[src/hdl/dfs1d_pkg.sv]
// Shared types and constants of the 1-D explicit diffusion step block.
// Holds field widths, action codes, register indexes, controller states and the
// command, status and configuration structs. Depends on nothing.
`default_nettype none

package dfs1d_pkg;

  localparam int VAL_W         = 32;
  localparam int IDX_W         = 10;
  localparam int NUM_W         = 11;
  localparam int RAT_W         = 16;
  localparam int CFG_AW        = 5;
  localparam int CFG_DW        = 32;
  localparam int DEF_MAX_NODES = 1024;

  localparam logic signed [VAL_W-1:0] VAL_MAX = 32'sh7FFF_FFFF;
  localparam logic signed [VAL_W-1:0] VAL_MIN = 32'sh8000_0000;

  typedef enum logic [1:0] {
    ACT_LOAD = 2'd0,
    ACT_READ = 2'd1,
    ACT_STEP = 2'd2
  } action_t;

  typedef enum logic [2:0] {
    REG_NUM_NODES   = 3'd0,
    REG_DIFF_RATIO  = 3'd1,
    REG_STEP_TIME   = 3'd2,
    REG_FIXED_MODE  = 3'd3,
    REG_FIXED_NODE  = 3'd4,
    REG_FIXED_VALUE = 3'd5
  } cfg_reg_t;

  typedef enum logic [3:0] {
    ST_CLEAR,
    ST_IDLE,
    ST_LOAD,
    ST_RD_IDX,
    ST_RD_OUT,
    ST_SETUP,
    ST_RD_C,
    ST_RD_R,
    ST_LAP,
    ST_MUL_LAP,
    ST_MUL_SRC,
    ST_SUM,
    ST_EMIT
  } state_t;

  typedef struct packed {
    logic [NUM_W-1:0]        num_nodes;
    logic [RAT_W-1:0]        diff_ratio;
    logic [RAT_W-1:0]        step_time;
    logic                    fixed_mode;
    logic [IDX_W-1:0]        fixed_node;
    logic signed [VAL_W-1:0] fixed_value;
  } cfg_t;

  typedef struct packed {
    logic accept;
    logic clr_wr;
    logic load_wr;
    logic rd_idx;
    logic emit_read;
    logic setup;
    logic rd_c;
    logic rd_r;
    logic lap;
    logic mul_lap;
    logic mul_src;
    logic sum;
    logic emit_step;
  } cmd_t;

  typedef struct packed {
    logic out_free;
    logic clr_done;
  } sts_t;

endpackage

`default_nettype wire

[src/hdl/dfs1d_ctrl.sv]
// Controller of the diffusion step block: sequences the clearing pass and
// each item through the datapath. Depends on dfs1d_pkg.
`default_nettype none

module dfs1d_ctrl import dfs1d_pkg::*; (
  input  logic       clk,
  input  logic       rst_n,
  input  logic       in_valid,
  input  logic [1:0] in_action,
  output logic       in_ready,
  output cmd_t       cmd,
  input  sts_t       sts
);

  state_t state_r;
  state_t state_nxt;

  always_ff @(posedge clk) begin
    if (!rst_n) begin
      state_r <= ST_CLEAR;
    end else begin
      state_r <= state_nxt;
    end
  end

  always_comb begin
    state_nxt = state_r;
    cmd       = '0;
    in_ready  = 1'b0;
    unique case (state_r)
      ST_CLEAR: begin
        cmd.clr_wr = 1'b1;
        if (sts.clr_done) begin
          state_nxt = ST_IDLE;
        end
      end
      ST_IDLE: begin
        in_ready = 1'b1;
        if (in_valid) begin
          cmd.accept = 1'b1;
          priority if (in_action == ACT_LOAD) begin
            state_nxt = ST_LOAD;
          end else if (in_action == ACT_READ) begin
            state_nxt = ST_RD_IDX;
          end else if (in_action == ACT_STEP) begin
            state_nxt = ST_SETUP;
          end else begin
            // Unused action code: the item is taken and dropped.
            state_nxt = ST_IDLE;
          end
        end
      end
      ST_LOAD: begin
        cmd.load_wr = 1'b1;
        state_nxt   = ST_IDLE;
      end
      ST_RD_IDX: begin
        cmd.rd_idx = 1'b1;
        state_nxt  = ST_RD_OUT;
      end
      ST_RD_OUT: begin
        if (sts.out_free) begin
          cmd.emit_read = 1'b1;
          state_nxt     = ST_IDLE;
        end
      end
      ST_SETUP: begin
        cmd.setup = 1'b1;
        state_nxt = ST_RD_C;
      end
      ST_RD_C: begin
        cmd.rd_c  = 1'b1;
        state_nxt = ST_RD_R;
      end
      ST_RD_R: begin
        cmd.rd_r  = 1'b1;
        state_nxt = ST_LAP;
      end
      ST_LAP: begin
        cmd.lap   = 1'b1;
        state_nxt = ST_MUL_LAP;
      end
      ST_MUL_LAP: begin
        cmd.mul_lap = 1'b1;
        state_nxt   = ST_MUL_SRC;
      end
      ST_MUL_SRC: begin
        cmd.mul_src = 1'b1;
        state_nxt   = ST_SUM;
      end
      ST_SUM: begin
        cmd.sum   = 1'b1;
        state_nxt = ST_EMIT;
      end
      ST_EMIT: begin
        if (sts.out_free) begin
          cmd.emit_step = 1'b1;
          state_nxt     = ST_IDLE;
        end
      end
      default: begin
        state_nxt = ST_IDLE;
      end
    endcase
  end

`ifndef SYNTH
  a_cmd_onehot: assert property (@(posedge clk) disable iff (!rst_n)
    $onehot0(cmd))
    else $error("more than one datapath command in one cycle");
`endif

endmodule

`default_nettype wire

[config.mk]
export PLATFORM = sky130hd
export DESIGN_NAME = dfs1d_ctrl
export DESIGN_NICKNAME = d
export VERILOG_FILES = /design/src/hdl/dfs1d_pkg.sv /design/src/hdl/dfs1d_ctrl.sv
export SDC_FILE = /design/constraint.sdc
export NUM_CORES = 1
export LEC_CHECK = 0
export BUFFER_PORTS_ARGS = -buffer_cell sky130_fd_sc_hd__buf_2
export CAP_MARGIN = 20
export CORE_AREA = 2 2 39 41
export DETAILED_ROUTE_END_ITERATION = 10
export DIE_AREA = 0 0 41 43
export HOLD_SLACK_MARGIN = 0.12
export PLACE_DENSITY = 0.52
export SLEW_MARGIN = 25
export SYNTH_ARGS = -nofsm -noshare
export SYNTH_HDL_FRONTEND = slang
export SYNTH_SLANG_ARGS = --single-unit
[constraint.sdc]
create_clock -name clk -period 1.3 [get_ports clk]
set_input_delay 0.065 -clock clk [delete_from_list [all_inputs] [get_ports clk]]
set_output_delay 0.065 -clock clk [all_outputs]
set_load 0.02 [all_outputs]
Yosys cells after proc, flatten, opt, wreduce, memory -nomap -nowiden
Cells that the tools add are included.

word-level totals
  register bits after elaboration = 4
  bits of input ports = 7
  output and inout port bits = 14
  word-level logic and storage cells = 45

operators by class
  reductions and logical operators = 4
  equal/unequal tests = 17
  mux-type cells = 23

operators with widths
  kind                  count
  $pmux W4 S11          1
  $eq A4 B4 Y1 const B  5
  $mux W4               5
  $eq A4 B3 Y1 const B  4
  $mux W1               16
  $eq A4 B2 Y1 const B  2
  $eq A4 B1 Y1 const B  1
  $logic_not A4 Y1      1
  $ne A2 B2 Y1 const B  2
  $mux W3               1
  $reduce_and A3 Y1     1
  $eq A2 B1 Y1 const B  1
  $eq A2 B2 Y1 const B  1
  $logic_not A2 Y1      1
  $ne A2 B1 Y1 const B  1
  $reduce_or A2 Y1      1

Depth between registers and ports, before layout
  word-level depth = 6
  gate-level depth with buffers = 5
  gate-level depth less buffers = 4

Least setup slack after synthesis
OpenSTA, ideal clock, no wires.

  path kind = flip-flop to output port
  start = register state_r[2]
  end = output port cmd[11] in the netlist's numbering
  path slack = 0.089 ns
  path buffers = 1
  cell stages (with the launch flop) = 4
  data arrival time = 1.146 ns
  data required time = 1.235 ns
  cell sequence = dfxtp_1 -> buf_2 -> or2_4 -> nor3_1

RTL lines
  element                 RTL line          RTL
  start, declared         dfs1d_ctrl.sv:15  state_t state_r;
  start signal, assigned  dfs1d_ctrl.sv:22  state_r <= state_nxt;
  end, declared           dfs1d_ctrl.sv:11  output cmd_t cmd,

==> impl_metrics.csv <==
group,metric,value,unit
run_status,status,"finished with violations",
run_status,violations,"setup timing",
timing,grt_setup_unrepaired,"yes",
timing,slew_violations,0,
clock_tree,clk_latency,230,ps
route,ant_nets,0,
route,drt_wl_total,1100,µm
timing,fin_crit_sh,101,%
worst_hold_path,worstHoldPathType,"input pin to flop",
finish,top_regs,"state_r: 4 flops",
logic_synthesis,syn-instance-count,56,
timing,tns,-12.2,ps
worst_setup_path,crit_arrival,1250,ps
logic_synthesis,ys.warnings.count,0,
finish,largest_reg_flops,4,
die,core_area,0.00138,mm²
clock_tree,clk_pin_slew,40,ps
route,highest_layer,"met4",
place,dp_hpwl,876,µm
logic_synthesis,synth_nets,63,
power_and_ir_drop,p_per_area,632,mW/mm²
finish,regMostFlops,"state_r",
logic_synthesis,seq_area_frac_synth,22.3,%
die,die_h,43,µm
logic_synthesis,ys_ff_latch,4,
logic_synthesis,ys.flop_type,"dfxtp_1",
timing,layout_setup_ws,-12.2,ps
route,dr_wl_met3,76,µm
die,ioPinCount,21,
logic_synthesis,ys_types,23,
route,drtPass1Iterations,4,
worst_setup_path,critPathCaptureType,"output pin",
clock_tree,cts_tree,"done",
power_and_ir_drop,fin_total_pwr,384,µW
logic_synthesis,synth_xor_area_share,0,%
logic_synthesis,synth_mux_area_share,0,%
worst_setup_path,rr_worst_depth,5,
route,vias_per_cell,4.99,
logic_synthesis,synth_top_family_by_area,"simple AND/OR/NAND/NOR gates",
worst_setup_path,cp.required,1240,ps
global_routing,grt_antenna_before_repair,0,
route,num_vias,499,
place,gp_congestion,0.744,
route,dr.first_iter.drc_count,7,
die,die-width,41,µm
timing,fin_skew,0.172,ps
die,fp-row-count,14,
timing,fmax,762,MHz
logic_synthesis,syn_area_per_cell,6.41,µm²
power_and_ir_drop,p_leak,0.000277,µW
finish,n_fill_cell,155,
global_routing,grt_usage,13.4,%
route,wl_met1,434,µm
clock_tree,cts-root-buf,"clkbuf_4",
logic_synthesis,synth-simple-area-share,44.6,%
clock_tree,cts_max_level,1,
global_routing,grt_pass1_wl,1640,µm
logic_synthesis,syn_area,359,µm²
die,start_util,25.9,%
timing,worstMarginPinSlew,266,ps
logic_synthesis,synth_edf_count,0,
die,die-area,0.00176,mm²
timing,finalCriticalPeriod,1310,ps
finish,nNetsFinal,93,
power_and_ir_drop,vdd_drop_max,298,µV
finish,diodes,0,
flow_run,cap_viol_max_count,0,
clock_tree,cts.sinks,4,
route,met2_length,573,µm
worst_setup_path,path_class,"flop to output pin",
logic_synthesis,synth_compound_area_share,25.1,%
finish,drive_gt1_share,54.8,%
logic_synthesis,synth_fa_ha_area_share,0,%
timing,hold_viol_final,0,
worst_setup_path,cp_max_fo,6,
timing,slew_headroom,82.3,%
global_routing,grt_pass1_vias,437,
clock_tree,cts_made_buffers,3,
logic_synthesis,synthArstFlopShare,0,%
route,avgRoutedWirePerCell,11.0,µm
clock_tree,clock_path_buffers,2,
global_routing,grt_max_degree,9,
worst_hold_path,min_delay_path_depth,3,
global_routing,gr-total-overflow,0,
worst_setup_path,worstSetupStartpointType,"flop",
finish,area_growth,69.0,%
place,port_buffers,20,
route,drc_errors,0,
timing,setup_viol_count_final,1,
metal layers:
| metal | GRT usage, % | up-vias |
|---|---|---|
| met4 | 6.00 | 0 |
| met1 | 14.1 | 227 |
| met3 | 3.14 | 2 |
| met5 | 0 | - |
| li1 | - | 251 |
| met2 | 23.4 | 19 |
synth_stat cells, types with 2 or more instances:
cell type / n / share of area, %
dfxtp_1: 4 / 22
nand2b_1: 2 / 3.5
nor2_1: 16 / 17
inv_1: 2 / 2.1
o22ai_1: 3 / 5.2
buf_2: 2 / 2.8
nor3_1: 2 / 2.8
nand2_1: 6 / 6.3
a21oi_1: 3 / 4.2
o21ai_0: 3 / 4.2
worst paths after layout:
| path | from | endpoint | slack [ps] |
|---|---|---|---|
| max | state_r[2]$_SDFFE_PN0P_ | cmd[12] | -10 |
| min | sts[1] | state_r[2]$_SDFFE_PN0P_ | 160 |
| max reg2reg | state_r[1]$_SDFFE_PN0P_ | state_r[0]$_SDFFE_PN0P_ | 60 |
| min reg2reg | state_r[3]$_SDFFE_PN0P_ | state_r[3]$_SDFFE_PN0P_ | 600 |
critical path, stage by stage, from the launching register on:
cell     delay (ps)
dfxtp_4         350
or2_4           290
nor2_4          120
and2_4          140
buf_6           100
cell type report:
cell class	instances	area [µm²]	area share, %
Clock buffer	3	22.5	3.71
Sequential cell	4	92.6	15.3
Multi-Input combinational cell	47	285	47.0
Timing Repair Buffer	28	179	29.5
Tap cell	16	20.0	3.30
Inverter	2	7.51	1.24
where the power goes:
part	leakage [µW]	switching, µW	internal (µW)
Clock	0.0000138	48.6	103
Sequential	0.0000352	9.40	122
Combinational	0.000228	50.9	49.8
Total	0.000277	109	275
cell usage in the layout (no fill, tap or decap):
| cell type | Yosys | routed |
|---|---|---|
| a21oi_2 | 1 | 1 |
| nand3_1 | 1 | 1 |
| nand2_1 | 6 | 5 |
| o311a_1 | 1 | 1 |
| nor2_2 | 0 | 2 |
| or2_4 | 1 | 1 |
| buf_6 | 1 | 1 |
| a211oi_1 | 1 | 1 |
| nor2_1 | 16 | 13 |
| nand4b_1 | 1 | 1 |
| dlygate4sd3_1 | 0 | 1 |
| nor2b_1 | 1 | 1 |
| nand2_2 | 0 | 1 |
| o21a_1 | 1 | 1 |
| nor3_1 | 2 | 1 |
| a21oi_1 | 3 | 3 |
| inv_1 | 2 | 1 |
| clkbuf_4 | 0 | 3 |
| nor2_4 | 1 | 2 |
| nand2b_4 | 0 | 2 |
| and2_4 | 0 | 1 |
| o22ai_1 | 3 | 3 |
| dfxtp_4 | 0 | 3 |
| o31ai_1 | 1 | 1 |
| nor3_2 | 0 | 1 |
| o21ai_0 | 3 | 3 |
| dfxtp_2 | 0 | 1 |
| nand2b_1 | 2 | 1 |
| buf_2 | 2 | 15 |
| buf_4 | 0 | 11 |
| inv_2 | 0 | 1 |
timing repair:
item	in CTS	in global routing
endpoints found under the setup margin	8	6
setup buffers	0	2
pin swaps	0	4
endpoints found under the hold margin	2	0
hold buffers	1	0
resized for setup	9	14
stage by stage:
step	hold slack (ps)	instances	area, µm²	setup slack, ps	utilization, %
4_1_cts	146	98	548	-6.56	39.6
5_1_grt	181	100	607	-54.5	43.9
2_1_floorplan	193	56	359	89.0	-
3_3_place_gp	350	94	495	-5.92	35.8
3_5_place_dp	347	94	495	22.7	35.8
6_report	163	100	607	-12.2	43.9
cell families after synthesis:
| kind of cell | count (synthesis) |
|---|---|
| AO/OA/AOI/OAI | 14 |
| AND/OR/NAND/NOR | 33 |
| buffers and inverters | 5 |
| flip-flops | 4 |
No activity file was read; power rests on OpenSTA's default activity.
