$ cat config.mk
export PLATFORM = sky130hd
export DESIGN_NAME = dfs1d_cfg
export DESIGN_NICKNAME = d
export VERILOG_FILES = /design/src/hdl/dfs1d_pkg.sv /design/src/hdl/dfs1d_cfg.sv
export SDC_FILE = /design/constraint.sdc
export NUM_CORES = 1
export LEC_CHECK = 0
export BUFFER_PORTS_ARGS = -buffer_cell sky130_fd_sc_hd__buf_4
export CORE_AREA = 2 2 97 99
export DETAILED_ROUTE_END_ITERATION = 6
export DIE_AREA = 0 0 99 101
export PLACE_DENSITY_LB_ADDON = 0.3
export SLEW_MARGIN = 20
export SYNTH_ARGS = -nofsm -noshare
export SYNTH_HDL_FRONTEND = slang
export SYNTH_SLANG_ARGS = --single-unit
$ cat constraint.sdc
create_clock -name clk -period 1.55 [get_ports clk]
set_input_delay 0.155 -clock clk [delete_from_list [all_inputs] [get_ports clk]]
set_output_delay 0.155 -clock clk [all_outputs]
set_load 0.05 [all_outputs]
$ cat src/hdl/dfs1d_pkg.sv
// Shared types and constants of the 1-D explicit diffusion step block.
// Holds field widths, action codes, register indexes, controller states and the
// command, status and configuration structs. Depends on nothing.
`default_nettype none

package dfs1d_pkg;

  localparam int VAL_W         = 32;
  localparam int IDX_W         = 10;
  localparam int NUM_W         = 11;
  localparam int RAT_W         = 16;
  localparam int CFG_AW        = 5;
  localparam int CFG_DW        = 32;
  localparam int DEF_MAX_NODES = 1024;

  localparam logic signed [VAL_W-1:0] VAL_MAX = 32'sh7FFF_FFFF;
  localparam logic signed [VAL_W-1:0] VAL_MIN = 32'sh8000_0000;

  typedef enum logic [1:0] {
    ACT_LOAD = 2'd0,
    ACT_READ = 2'd1,
    ACT_STEP = 2'd2
  } action_t;

  typedef enum logic [2:0] {
    REG_NUM_NODES   = 3'd0,
    REG_DIFF_RATIO  = 3'd1,
    REG_STEP_TIME   = 3'd2,
    REG_FIXED_MODE  = 3'd3,
    REG_FIXED_NODE  = 3'd4,
    REG_FIXED_VALUE = 3'd5
  } cfg_reg_t;

  typedef enum logic [3:0] {
    ST_CLEAR,
    ST_IDLE,
    ST_LOAD,
    ST_RD_IDX,
    ST_RD_OUT,
    ST_SETUP,
    ST_RD_C,
    ST_RD_R,
    ST_LAP,
    ST_MUL_LAP,
    ST_MUL_SRC,
    ST_SUM,
    ST_EMIT
  } state_t;

  typedef struct packed {
    logic [NUM_W-1:0]        num_nodes;
    logic [RAT_W-1:0]        diff_ratio;
    logic [RAT_W-1:0]        step_time;
    logic                    fixed_mode;
    logic [IDX_W-1:0]        fixed_node;
    logic signed [VAL_W-1:0] fixed_value;
  } cfg_t;

  typedef struct packed {
    logic accept;
    logic clr_wr;
    logic load_wr;
    logic rd_idx;
    logic emit_read;
    logic setup;
    logic rd_c;
    logic rd_r;
    logic lap;
    logic mul_lap;
    logic mul_src;
    logic sum;
    logic emit_step;
  } cmd_t;

  typedef struct packed {
    logic out_free;
    logic clr_done;
  } sts_t;

endpackage

`default_nettype wire

$ cat src/hdl/dfs1d_cfg.sv
// APB-style configuration register file of the diffusion step block.
// Depends on dfs1d_pkg for the register indexes and the cfg_t struct.
`default_nettype none

module dfs1d_cfg import dfs1d_pkg::*; (
  input  logic              clk,
  input  logic              rst_n,
  input  logic              psel,
  input  logic              penable,
  input  logic              pwrite,
  input  logic [CFG_AW-1:0] paddr,
  input  logic [CFG_DW-1:0] pwdata,
  output logic [CFG_DW-1:0] prdata,
  output logic              pready,
  output cfg_t              cfg
);

  cfg_t     cfg_r;
  cfg_t     cfg_nxt;
  logic     wr_en;
  cfg_reg_t reg_idx;

  assign pready  = 1'b1;
  assign wr_en   = psel & penable & pwrite;
  assign reg_idx = cfg_reg_t'(paddr[CFG_AW-1:2]);
  assign cfg     = cfg_r;

  always_comb begin
    cfg_nxt = cfg_r;
    if (wr_en) begin
      unique case (reg_idx)
        REG_NUM_NODES:   cfg_nxt.num_nodes   = pwdata[NUM_W-1:0];
        REG_DIFF_RATIO:  cfg_nxt.diff_ratio  = pwdata[RAT_W-1:0];
        REG_STEP_TIME:   cfg_nxt.step_time   = pwdata[RAT_W-1:0];
        REG_FIXED_MODE:  cfg_nxt.fixed_mode  = pwdata[0];
        REG_FIXED_NODE:  cfg_nxt.fixed_node  = pwdata[IDX_W-1:0];
        REG_FIXED_VALUE: cfg_nxt.fixed_value = pwdata[VAL_W-1:0];
        default: ;
      endcase
    end
  end

  always_ff @(posedge clk) begin
    if (!rst_n) begin
      cfg_r.num_nodes   <= NUM_W'(2);
      cfg_r.diff_ratio  <= '0;
      cfg_r.step_time   <= '0;
      cfg_r.fixed_mode  <= 1'b0;
      cfg_r.fixed_node  <= '0;
      cfg_r.fixed_value <= '0;
    end else begin
      cfg_r <= cfg_nxt;
    end
  end

  always_comb begin
    unique case (reg_idx)
      REG_NUM_NODES:   prdata = CFG_DW'(cfg_r.num_nodes);
      REG_DIFF_RATIO:  prdata = CFG_DW'(cfg_r.diff_ratio);
      REG_STEP_TIME:   prdata = CFG_DW'(cfg_r.step_time);
      REG_FIXED_MODE:  prdata = CFG_DW'(cfg_r.fixed_mode);
      REG_FIXED_NODE:  prdata = CFG_DW'(cfg_r.fixed_node);
      REG_FIXED_VALUE: prdata = CFG_DW'(cfg_r.fixed_value);
      default:         prdata = '0;
    endcase
  end

endmodule

`default_nettype wire

### Yosys cells after proc, flatten, opt, wreduce, memory -nomap -nowiden

Cells that the tools add are included.

| storage, ports and cells | value |
|---|---|
| word-level logic and storage cells | 21 |
| input bits | 42 |
| flip-flop bits (word level) | 86 |

| operators by class | value |
|---|---|
| equal/unequal tests | 5 |
| reduce and logical (&&, ||, !) cells | 7 |
| multiplexer cells | 1 |
| bitwise logic cells | 2 |

Operator list:

| operator | count |
|---|---|
| 32-bit one-hot mux with 6 select lines | 1 |
| 2-bit AND reduction | 6 |
| 3-bit by 2-bit == test with 1-bit output (second input constant) | 2 |
| 3-bit == test (second input constant) | 2 |
| 3-bit by 1-bit == test with 1-bit output (second input constant) | 1 |
| 3-bit zero test | 1 |
| 1-bit bitwise AND | 2 |

### Longest topological paths before layout

Gate-level depths: netlist of the first run.

| depth | value |
|---|---|
| word-level depth | 3 |
| depth in mapped cells | 5 |

### Worst setup path after synthesis of the first run

Ideal clock, no wire load.

| timing | value |
|---|---|
| path kind | flip-flop to output port |
| start | register cfg_r, in the netlist cfg[69] |
| end | output port prdata[10] |
| stages on the path, launching flop included | 4 |
| data required time | 1395 ps |
| path buffers | 0 |
| arrival | 2023 ps |
| path slack | -628 ps |
| cell sequence | dfxtp_1 -> mux2i_1 -> a2bb2oi_1 -> o21ai_0 |

| between the ends | value |
|---|---|
| longest elaborated chain between the ends | 1 |

Ends and longest elaborated chain:

| item | RTL line | RTL |
|---|---|---|
| start, declared | dfs1d_cfg.sv:18 | `cfg_t cfg_r;` |
| start signal, assigned | dfs1d_cfg.sv:52 | `cfg_r <= cfg_nxt;` |
| 32-bit one-hot mux with 6 select lines | dfs1d_cfg.sv:57 | `unique case (reg_idx)` |
| end, declared | dfs1d_cfg.sv:13 | `output logic [CFG_DW-1:0] prdata,` |

Every way passes these cells.

### Worst setup path in the final report of the first run

| timing | value |
|---|---|
| start | register cfg_r, in the netlist cfg[76] |
| end | output port prdata[1] |

The elaborated chain is that of the path after synthesis.

==> metrics.txt, run 1 <==
I/O Pins approximately 160; Tmin final 1.58 ns; fin crit share 1.02; Pint about 3400 uW; grt total ovfl 0; post-DR vias/cell 5.24; clock power share 0.392; synth warn 0; initial antenna violation count 0; Required @ worst endpoint approximately 1.4 ns; WHS Path Cells 3; Psw 1170 uW; Root Buffer clkbuf_8; met3 usage in global routing 0.0506; crit end category primary output; hold crit path type primary input to register; die width 99 um; final setup margin -0.0319 ns; critical path startpoint category register; Worst-path clk slew 0.09 ns; post-synthesis register bit count 86; first-pass GRT wire length 18100 um; Max IR drop VDD 390 uV; Synth Flop Type dfxtp_1; Slew Limit Fails 0; # nets final 637; Worst Path Arrival 1.43 ns; final setup fails 5; FMAX 632 MHz; Final Hold Vio Count 0; Max Cap Viol 0; Starting Density 0.439; RSZ-0062 raised after global routing true; synth unique cells 35; Post-Syn Nets 463; maximum buffer depth of the clock tree 2; combinational share of power 0.117; DIE HEIGHT approximately 100 um; vias in the first global route approximately 3.6k; sequential share of power 0.491; full die area 10000 um2; Num CTS Buffers 9; DP HPWL around 8000 um; PortBufs 157; area grow syn2layout 49.8%; clock latency at the later pin of the worst-skew pair 0.34 ns; status finished, violations left; largest net degree at the start of global routing 33; Pre-antenna DRT Iters 4; Lkg Pwr about 0.0026 uW; busiest grt layer met2; PwrDens between 700 and 800 nW/um2; Post-Place Cells 679; reg2reg path depth 3; grt met2 use 0.375; Antenna Cells 0; max reg flops 86; Max Clock Skew 0 ns; Final GP Congestion 0.830; Mapped Avg Cell Area 9.37 um2; initial DRC count 128; CP max FO 2; Clock Sinks 86; kind of critical path register to primary output; met1 Use GR 0.292; H-tree levels 3; synthesized cell area 3940 um2; fill count 751; row cnt 35; layout cells sized above 1 0.453; post-synthesis sequential area ratio 0.437; Net Sw Frac 0.256; CTS tree yes; DRC violations left 0; post-route ant nets 0; total core area 8980 um2; Gate Count Post-Synth about 420; DR vias between 3k and 4k; violated checks setup timing; Post-synth EDFFs 0; fin cells 711; post-DR wirelength/cell around 16 um; setup TNS -0.0505 ns; async set-reset flop share out of synthesis 0; GRT Total Usage 0.227; drt total wl roughly 11000 um
## worst max-delay path, cell delays in order (launching register included)
cell and delay (ns):
dfxtp_2 0.33, mux2_4 0.28, a221oi_4 0.26, nor2_4 0.05
buf_6 0.15
## through the flow
stage | hold slack [ns] | utilization | total power, uW | cell area, um2 | worst slack (ns)
finish | 0.0599 | 0.658 | 4560 | 5910 | -0.0319
global route | 0.0530 | 0.658 | 4710 | 5910 | -0.0768
CTS | 0.0499 | 0.650 | 4570 | 5840 | -0.0636
detailed placement | 0.422 | 0.603 | 2800 | 5410 | 0.0616
global placement | 0.411 | 0.603 | 2790 | 5410 | 0.0653
floorplan | 0.297 | - | 2590 | 4020 | -0.0174
## per-layer routing
metal | up-vias | wire, um
met5 | - | 0
met4 | 0 | 216
met3 | 18 | 833
met2 | 141 | 5380
met1 | 1785 | 5060
li1 | 1785 | -
## power groups by stage
stage | clock network, uW | logic [uW] | registers (uW)
after floorplan | 0 | 247 | 2340
after global placement | 0 | 499 | 2290
after detailed placement | 0 | 506 | 2290
after CTS | 1800 | 531 | 2240
after global routing | 1900 | 570 | 2240
final | 1780 | 534 | 2240
## path summary, 6_finish.rpt
path	slack (ns)	end	start
max	-0.03	prdata[1]	cfg[76]
max reg2reg	0.79	cfg[76]	cfg[76]
min	0.06	cfg[29]	pwdata[29]
min reg2reg	0.48	cfg[39]	cfg[39]
## layout make-up
class | instances | area, um2 | area share
multi-input cells | 301 | 2220 | 0.375
flip-flops and latches | 86 | 1750 | 0.295
repair buffers | 195 | 1580 | 0.267
clock buffers | 11 | 141 | 0.0239
well taps | 111 | 139 | 0.0235
clock inverters | 5 | 81.3 | 0.0138
inverters | 2 | 7.51 | 0.00127
## Yosys cell counts, types with 3 or more instances
cell	instances	area (um2)
dfxtp_1	86	1720
o21a_1	5	37.5
nand2_1	122	458
o22ai_1	4	25.0
buf_2	8	40.0
clkbuf_1	13	48.8
buf_6	3	33.8
o21ai_0	6	30.0
a221oi_1	5	43.8
a22oi_1	13	97.6
mux2i_1	92	921
buf_4	5	37.5
mux2_2	9	101
nor2b_1	3	18.8
and2_1	16	100
nor2_1	7	26.3
## placed cells by master (no fill, tap or decap), types with 4 or more instances in the layout
cell | synthesis | final
o21a_1 | 5 | 5
a22oi_2 | 0 | 4
buf_4 | 5 | 179
a221oi_2 | 0 | 4
a22oi_1 | 13 | 9
dfxtp_2 | 0 | 19
nor2_2 | 2 | 5
clkbuf_8 | 0 | 10
o21ai_2 | 0 | 6
buf_6 | 3 | 10
mux2_4 | 0 | 7
mux2i_1 | 92 | 92
buf_12 | 0 | 6
dfxtp_1 | 86 | 67
nand2_1 | 122 | 122
and2_1 | 16 | 16
## kinds of logic after synthesis
logic type      after synthesis  share of synthesized area
other cells                   1                   0.000951
compound gates               40                     0.0739
simple gates                159                      0.184
mux                         101                      0.259
flops                        86                      0.437
buf+inv                      34                     0.0457
## timing repair
item	4_1_cts	5_1_grt
hold buffers	0	0
pin swaps	10	9
endpoints found under the setup margin	10	11
gates resized for setup	36	11
buffers inserted	10	6
No activity file was read; power rests on OpenSTA's default activity.
==> run 2, diff against run 1 <==
CORE_AREA = 2 2 94 96   (was 2 2 97 99)
DIE_AREA = 0 0 96 98   (was 0 0 99 101)
==> run 2 against run 1 <==
Net effect: the flow still finishes with violations (setup timing); sequential power about the same; total power up 6.8%; worst setup slack worse by 0.025 ns; combinational power is 2% higher; final cell count is 0.70% lower; core utilization up 4.6 points; register-to-register slack hardly changed; worst hold slack got worse by 0.017 ns; routed wire length is 1.5% higher; critical endpoint is now prdata[9]; largest cell class unchanged.
==> metrics.txt, run 2 (synthesized netlist as in run 1, its figures left out) <==
status finished, violations left (unchanged); violated checks setup timing (unchanged); Worst-Margin Slew 0.623 ns; final setup fails 5 (unchanged); worst r2r src cfg[76] (unchanged); Stages on worst setup path 4 (unchanged); H-tree levels 3 (unchanged); critical path startpoint category register (unchanged); area grow syn2layout 51.1% (was 49.8%); Critical Path Start cfg[84] (was cfg[76]); Worst Setup EP prdata[9] (was prdata[1]); Final Hold Vio Count 0 (unchanged); buffers plus inverters on the worst setup path 1 (unchanged); FMAX 622 MHz (was 632 MHz); RSZ-0062 raised after global routing true (unchanged); drt total wl 11700 um (was 11500 um); # nets final 635 (was 637); DRC violations left 0 (unchanged); max reg flops 86 (unchanged); DP HPWL 7940 um (was 7950 um); GRT Total Usage 0.248 (was 0.227); Slew headroom 0.583; Root Buffer clkbuf_8 (unchanged); post-DR wirelength/cell 16.5 um (was 16.2 um); crit end category primary output (unchanged); Required @ worst endpoint 1.39 ns (about the same); DIE HEIGHT 98 um (was 101 um); Clock Sinks 86 (unchanged); grt total ovfl 0 (unchanged); commonest non-fill, non-tap cell in the layout buf_4 (unchanged); Worst Path Arrival 1.45 ns (was 1.43 ns); die width 96 um (was 99 um); hold crit path type primary input to register (unchanged); row cnt 34 (was 35); Max IR drop VDD 540 uV (was 390 uV); fill count 666 (was 751); largest net degree at the start of global routing 43 (was 33); Crit Reg-Reg Endpoint cfg[76] (unchanged); PortBufs 157 (unchanged); clock latency at the later pin of the worst-skew pair 0.35 ns (was 0.34 ns); Tot Pwr 4870 uW (was 4560 uW); Max Cap Viol 0 (unchanged); layout cells sized above 1 0.455 (was 0.453); reg2reg path depth 3 (unchanged); Tmin final 1.61 ns (was 1.58 ns); PwrDens 816 nW/um2 (was 771 nW/um2); Max Clock Skew 0 ns (unchanged); CTS tree yes (unchanged); Core Util, Final 0.704 (was 0.658); Worst path max stage delay 0.33 ns (about the same); total core area 8470 um2 (was 8980 um2); Num CTS Buffers 9 (unchanged); post-route ant nets 0 (unchanged); Pre-antenna DRT Iters 4 (unchanged); maximum buffer depth of the clock tree 2 (unchanged); Crit path max-delay family flip-flops (unchanged); Antenna Cells 0 (unchanged); Final GP Congestion 0.814 (was 0.830); vias in the first global route 3571 (was 3562); kind of critical path register to primary output (unchanged); commonest cells after routing, fill and taps aside 178 x buf_4, 122 x nand2_1, 92 x mux2i_1 (was 179 x buf_4, 122 x nand2_1, 92 x mux2i_1); post-DR vias/cell 5.23 (was 5.24); Slew Limit Fails 0 (unchanged); r2r setup slk 0.78 ns (was 0.79 ns); I/O Pins 161 (unchanged); Worst-path clk slew 0.09 ns (about the same); initial DRC count 128 (unchanged); DR vias 3693 (was 3729); Crit-path slowest cell dfxtp_2 (unchanged); full die area 9410 um2 (was 10000 um2); fin crit share 1.04 (was 1.02); final setup margin -0.0570 ns (was -0.0319 ns); CP max FO 2 (unchanged); initial antenna violation count 0 (unchanged); worst path cell trace mux2_4, a221oi_4, nor2_2, buf_6 (was mux2_4, a221oi_4, nor2_4, buf_6); Starting Density 0.466 (was 0.439); Lkg Pwr 0.00259 uW (about the same); first-pass GRT wire length 18000 um (was 18100 um)
-- run 2: what timing repair did --
action / 4_1_cts / 5_1_grt
cloned: 0 / 0
hold buffers: 0 / 0
pin swaps: 12 / 9
endpoints found under the setup margin: 10 / 13
setup buffers: 12 / 6
gates resized for setup: 37 / 15
-- run 2: routing by layer --
| layer | track usage | vias up | wire, um |
|---|---|---|---|
| met5 | 0 | - | 0 |
| met4 | 0.0934 | 0 | 185 |
| met1 | 0.306 | 1756 | 4980 |
| li1 | - | 1780 | - |
| met2 | 0.406 | 140 | 5670 |
| met3 | 0.0702 | 17 | 829 |
-- run 2: where the power goes --
part | switching, uW | internal, uW
registers | 13.6 | 2220
clock network | 800 | 1280
logic | 336 | 207
-- run 2: layout make-up --
type | instances | area [um2] | share of cell area
repair buffers | 193 | 1550 | 0.260
inverters | 2 | 11.3 | 0.00189
clock buffers | 11 | 141 | 0.0237
well taps | 108 | 135 | 0.0227
multi-input cells | 301 | 2250 | 0.377
clock inverters | 5 | 129 | 0.0216
flip-flops and latches | 86 | 1750 | 0.293
-- run 2: tightest hold or removal path, cell delays in order --
cell and delay, ns:
buf_4 0.11, nand2_1 0.05, mux2i_1 0.05
-- run 2: worst min path at each step --
stage | start | to | slack [ns] | depth (start not counted)
floorplan | pwdata[16] | cfg[16] | 0.30 | 2
global placement | pwdata[27] | cfg[27] | 0.42 | 3
detailed placement | pwdata[22] | cfg[22] | 0.42 | 3
CTS | pwdata[22] | cfg[22] | 0.04 | 3
global route | pwdata[26] | cfg[26] | 0.04 | 3
finish | pwdata[16] | cfg[16] | 0.04 | 3
-- run 2: stage by stage --
stage          setup slack (ns)  instance area [um2]  cells  TNS, ns  hold WS [ns]
4_1_cts                 -0.0802                 5860    700   -0.189        0.0399
2_1_floorplan           -0.0174                 4020    421   -0.121         0.297
3_5_place_dp             0.0263                 5370    672        0         0.424
3_3_place_gp             0.0402                 5370    672        0         0.415
5_1_grt                  -0.104                 5960    706   -0.586        0.0420
6_report                -0.0570                 5960    706   -0.195        0.0433
==> run 3, diff against run 2 <==
HOLD_SLACK_MARGIN = 0.15   (was unset)
==> run 3 against run 2 <==
Net effect: clock skew stayed put; core utilization rose by 3.0 points; clock power about the same; critical path depth is the same; highest routed layer unchanged; the run still ends with setup timing left; worst hold slack improved by 0.12 ns; final cell count grew 3.5%.
==> metrics.txt, run 3 (synthesized netlist as in run 1, its figures left out) <==
status finished, violations left (unchanged); violated checks setup timing (unchanged); clock latency at the later pin of the worst-skew pair 0.35 ns (about the same); PwrDens 793 nW/um2 (was 816 nW/um2); WHS Path Cells 3 (unchanged); Critical Path Start cfg[84] (unchanged); Pint 3760 uW (was 3720 uW); Clock Sinks 86 (unchanged); Tot Pwr 4920 uW (was 4870 uW); Crit path max-delay family flip-flops (unchanged); Worst-Margin Slew 0.625 ns (was 0.623 ns); crit end category primary output (unchanged); Pre-antenna DRT Iters 4 (unchanged); GRT Total Usage 0.260 (was 0.248); Worst Path Arrival 1.46 ns (was 1.45 ns); Max Cap Viol 0 (unchanged); vias in the first global route 3770 (was 3571); Hold Path End cfg[78] (was cfg[16]); FMAX 620 MHz (was 622 MHz); Worst Hold Launch pwdata[3] (was pwdata[16]); Post-Place Cells 672 (unchanged); area grow syn2layout 57.5% (was 51.1%); buffers plus inverters on the worst setup path 1 (unchanged); Placed Area 5370 um2 (unchanged); post-route ant nets 0 (unchanged); CTS tree yes (unchanged); Worst-path clk slew 0.08 ns (was 0.09 ns); worst path cell trace mux2_4, a221oi_4, nor2_2, buf_6 (unchanged); Post-Place Worst Slack 0.0263 ns (unchanged); post-DR wirelength/cell 16.7 um (was 16.5 um); Final Hold Vio Count 0 (unchanged); critical path startpoint category register (unchanged); initial DRC count 106 (was 128); Slew Limit Fails 0 (unchanged); Required @ worst endpoint 1.39 ns (about the same); design area 6210 um2 (was 5960 um2); fin crit share 1.04 (about the same); Stages on worst setup path 4 (unchanged); RSZ-0062 raised after global routing true (unchanged); r2r setup slk 0.78 ns (about the same); commonest cells after routing, fill and taps aside 178 x buf_4, 122 x nand2_1, 92 x mux2i_1 (unchanged); Crit Reg-Reg Endpoint cfg[76] (unchanged); reg2reg path depth 3 (unchanged); hold crit path type primary input to register (unchanged); CP max FO 2 (unchanged); Starting Density 0.466 (unchanged); Lkg Pwr 0.00270 uW (was 0.00259 uW); final setup margin -0.0619 ns (was -0.0570 ns); layout cells sized above 1 0.437 (was 0.455); Root Buffer clkbuf_8 (unchanged); Worst path max stage delay 0.33 ns (about the same); grt total ovfl 0 (unchanged); Antenna Cells 0 (unchanged); combinational share of power 0.121 (was 0.112); clock power share 0.424 (was 0.428); # nets final 660 (was 635); DRC violations left 0 (unchanged); Core Util, Final 0.734 (was 0.704); Num CTS Buffers 9 (unchanged); Crit-path slowest cell dfxtp_2 (unchanged); max reg flops 86 (unchanged); maximum buffer depth of the clock tree 2 (unchanged); final setup fails 5 (unchanged); full die area 9410 um2 (unchanged); DR vias 3802 (was 3693); die width 96 um (unchanged); initial antenna violation count 0 (unchanged); Tmin final 1.61 ns (about the same); Max IR drop VDD 540 uV (about the same); first-pass GRT wire length 18900 um (was 18000 um); Max Clock Skew 0 ns (unchanged); PortBufs 157 (unchanged); drt total wl 12200 um (was 11700 um); DP HPWL 7940 um (unchanged); post-DR vias/cell 5.20 (was 5.23); Slew headroom 0.581 (was 0.583); I/O Pins 161 (unchanged); H-tree levels 3 (unchanged); Net Sw Frac 0.237 (was 0.236); fin cells 731 (was 706); sequential share of power 0.455 (was 0.460); DIE HEIGHT 98 um (unchanged); Final GP Congestion 0.814 (unchanged); total core area 8470 um2 (unchanged); commonest non-fill, non-tap cell in the layout buf_4 (unchanged); row cnt 34 (unchanged); kind of critical path register to primary output (unchanged); largest net degree at the start of global routing 43 (unchanged); worst r2r src cfg[76] (unchanged); Psw 1170 uW (was 1150 uW)
## run 3: changes by cell type in the layout (fill, tap and decap cells not counted), sizes merged
cell         change
dlygate4sd3     +25
## run 3: metrics by stage
step	hold WS (ns)	setup TNS (ns)
after floorplan	0.297	-0.121
after global placement	0.415	0
after detailed placement	0.424	0
after CTS	0.154	-0.189
after global routing	0.152	-0.566
final	0.162	-0.219
## run 3: tightest hold or removal path, stage by stage
cell	delay, ns
buf_4	0.08
nand2_1	0.11
mux2i_1	0.14
## run 3: power groups by stage
stage	registers (uW)	clock network, uW	logic [uW]
6_report	2240	2090	595
4_1_cts	2240	2110	575
3_3_place_gp	2290	0	492
2_1_floorplan	2340	0	247
5_1_grt	2240	2230	631
3_5_place_dp	2290	0	497
## run 3: final cells by class
cell class | count | area (um2)
Sequential cell | 86 | 1750
Tap cell | 108 | 135
Clock buffer | 11 | 141
Clock inverter | 5 | 129
Fill cell | 623 | 2260
Multi-Input combinational cell | 301 | 2250
Inverter | 2 | 11.3
Timing Repair Buffer | 218 | 1800
## run 3: what timing repair did
item	4_1_cts	5_1_grt
resized for setup	37	15
setup buffers	12	6
hold endpoints to repair	40	0
pin swaps	12	9
hold buffers	25	0
endpoints found under the setup margin	10	13
## run 3: worst max-delay path by stage
stage                     end
floorplan           prdata[5]
global placement    prdata[2]
detailed placement  prdata[2]
CTS                 prdata[1]
global route        prdata[1]
finish              prdata[9]
## run 3: layer usage
| layer | GRT usage | share of wire |
|---|---|---|
| met1 | 0.314 | 0.43 |
| met2 | 0.439 | 0.49 |
| met3 | 0.0694 | 0.066 |
| met4 | 0.0934 | 0.020 |
| met5 | 0 | 0 |
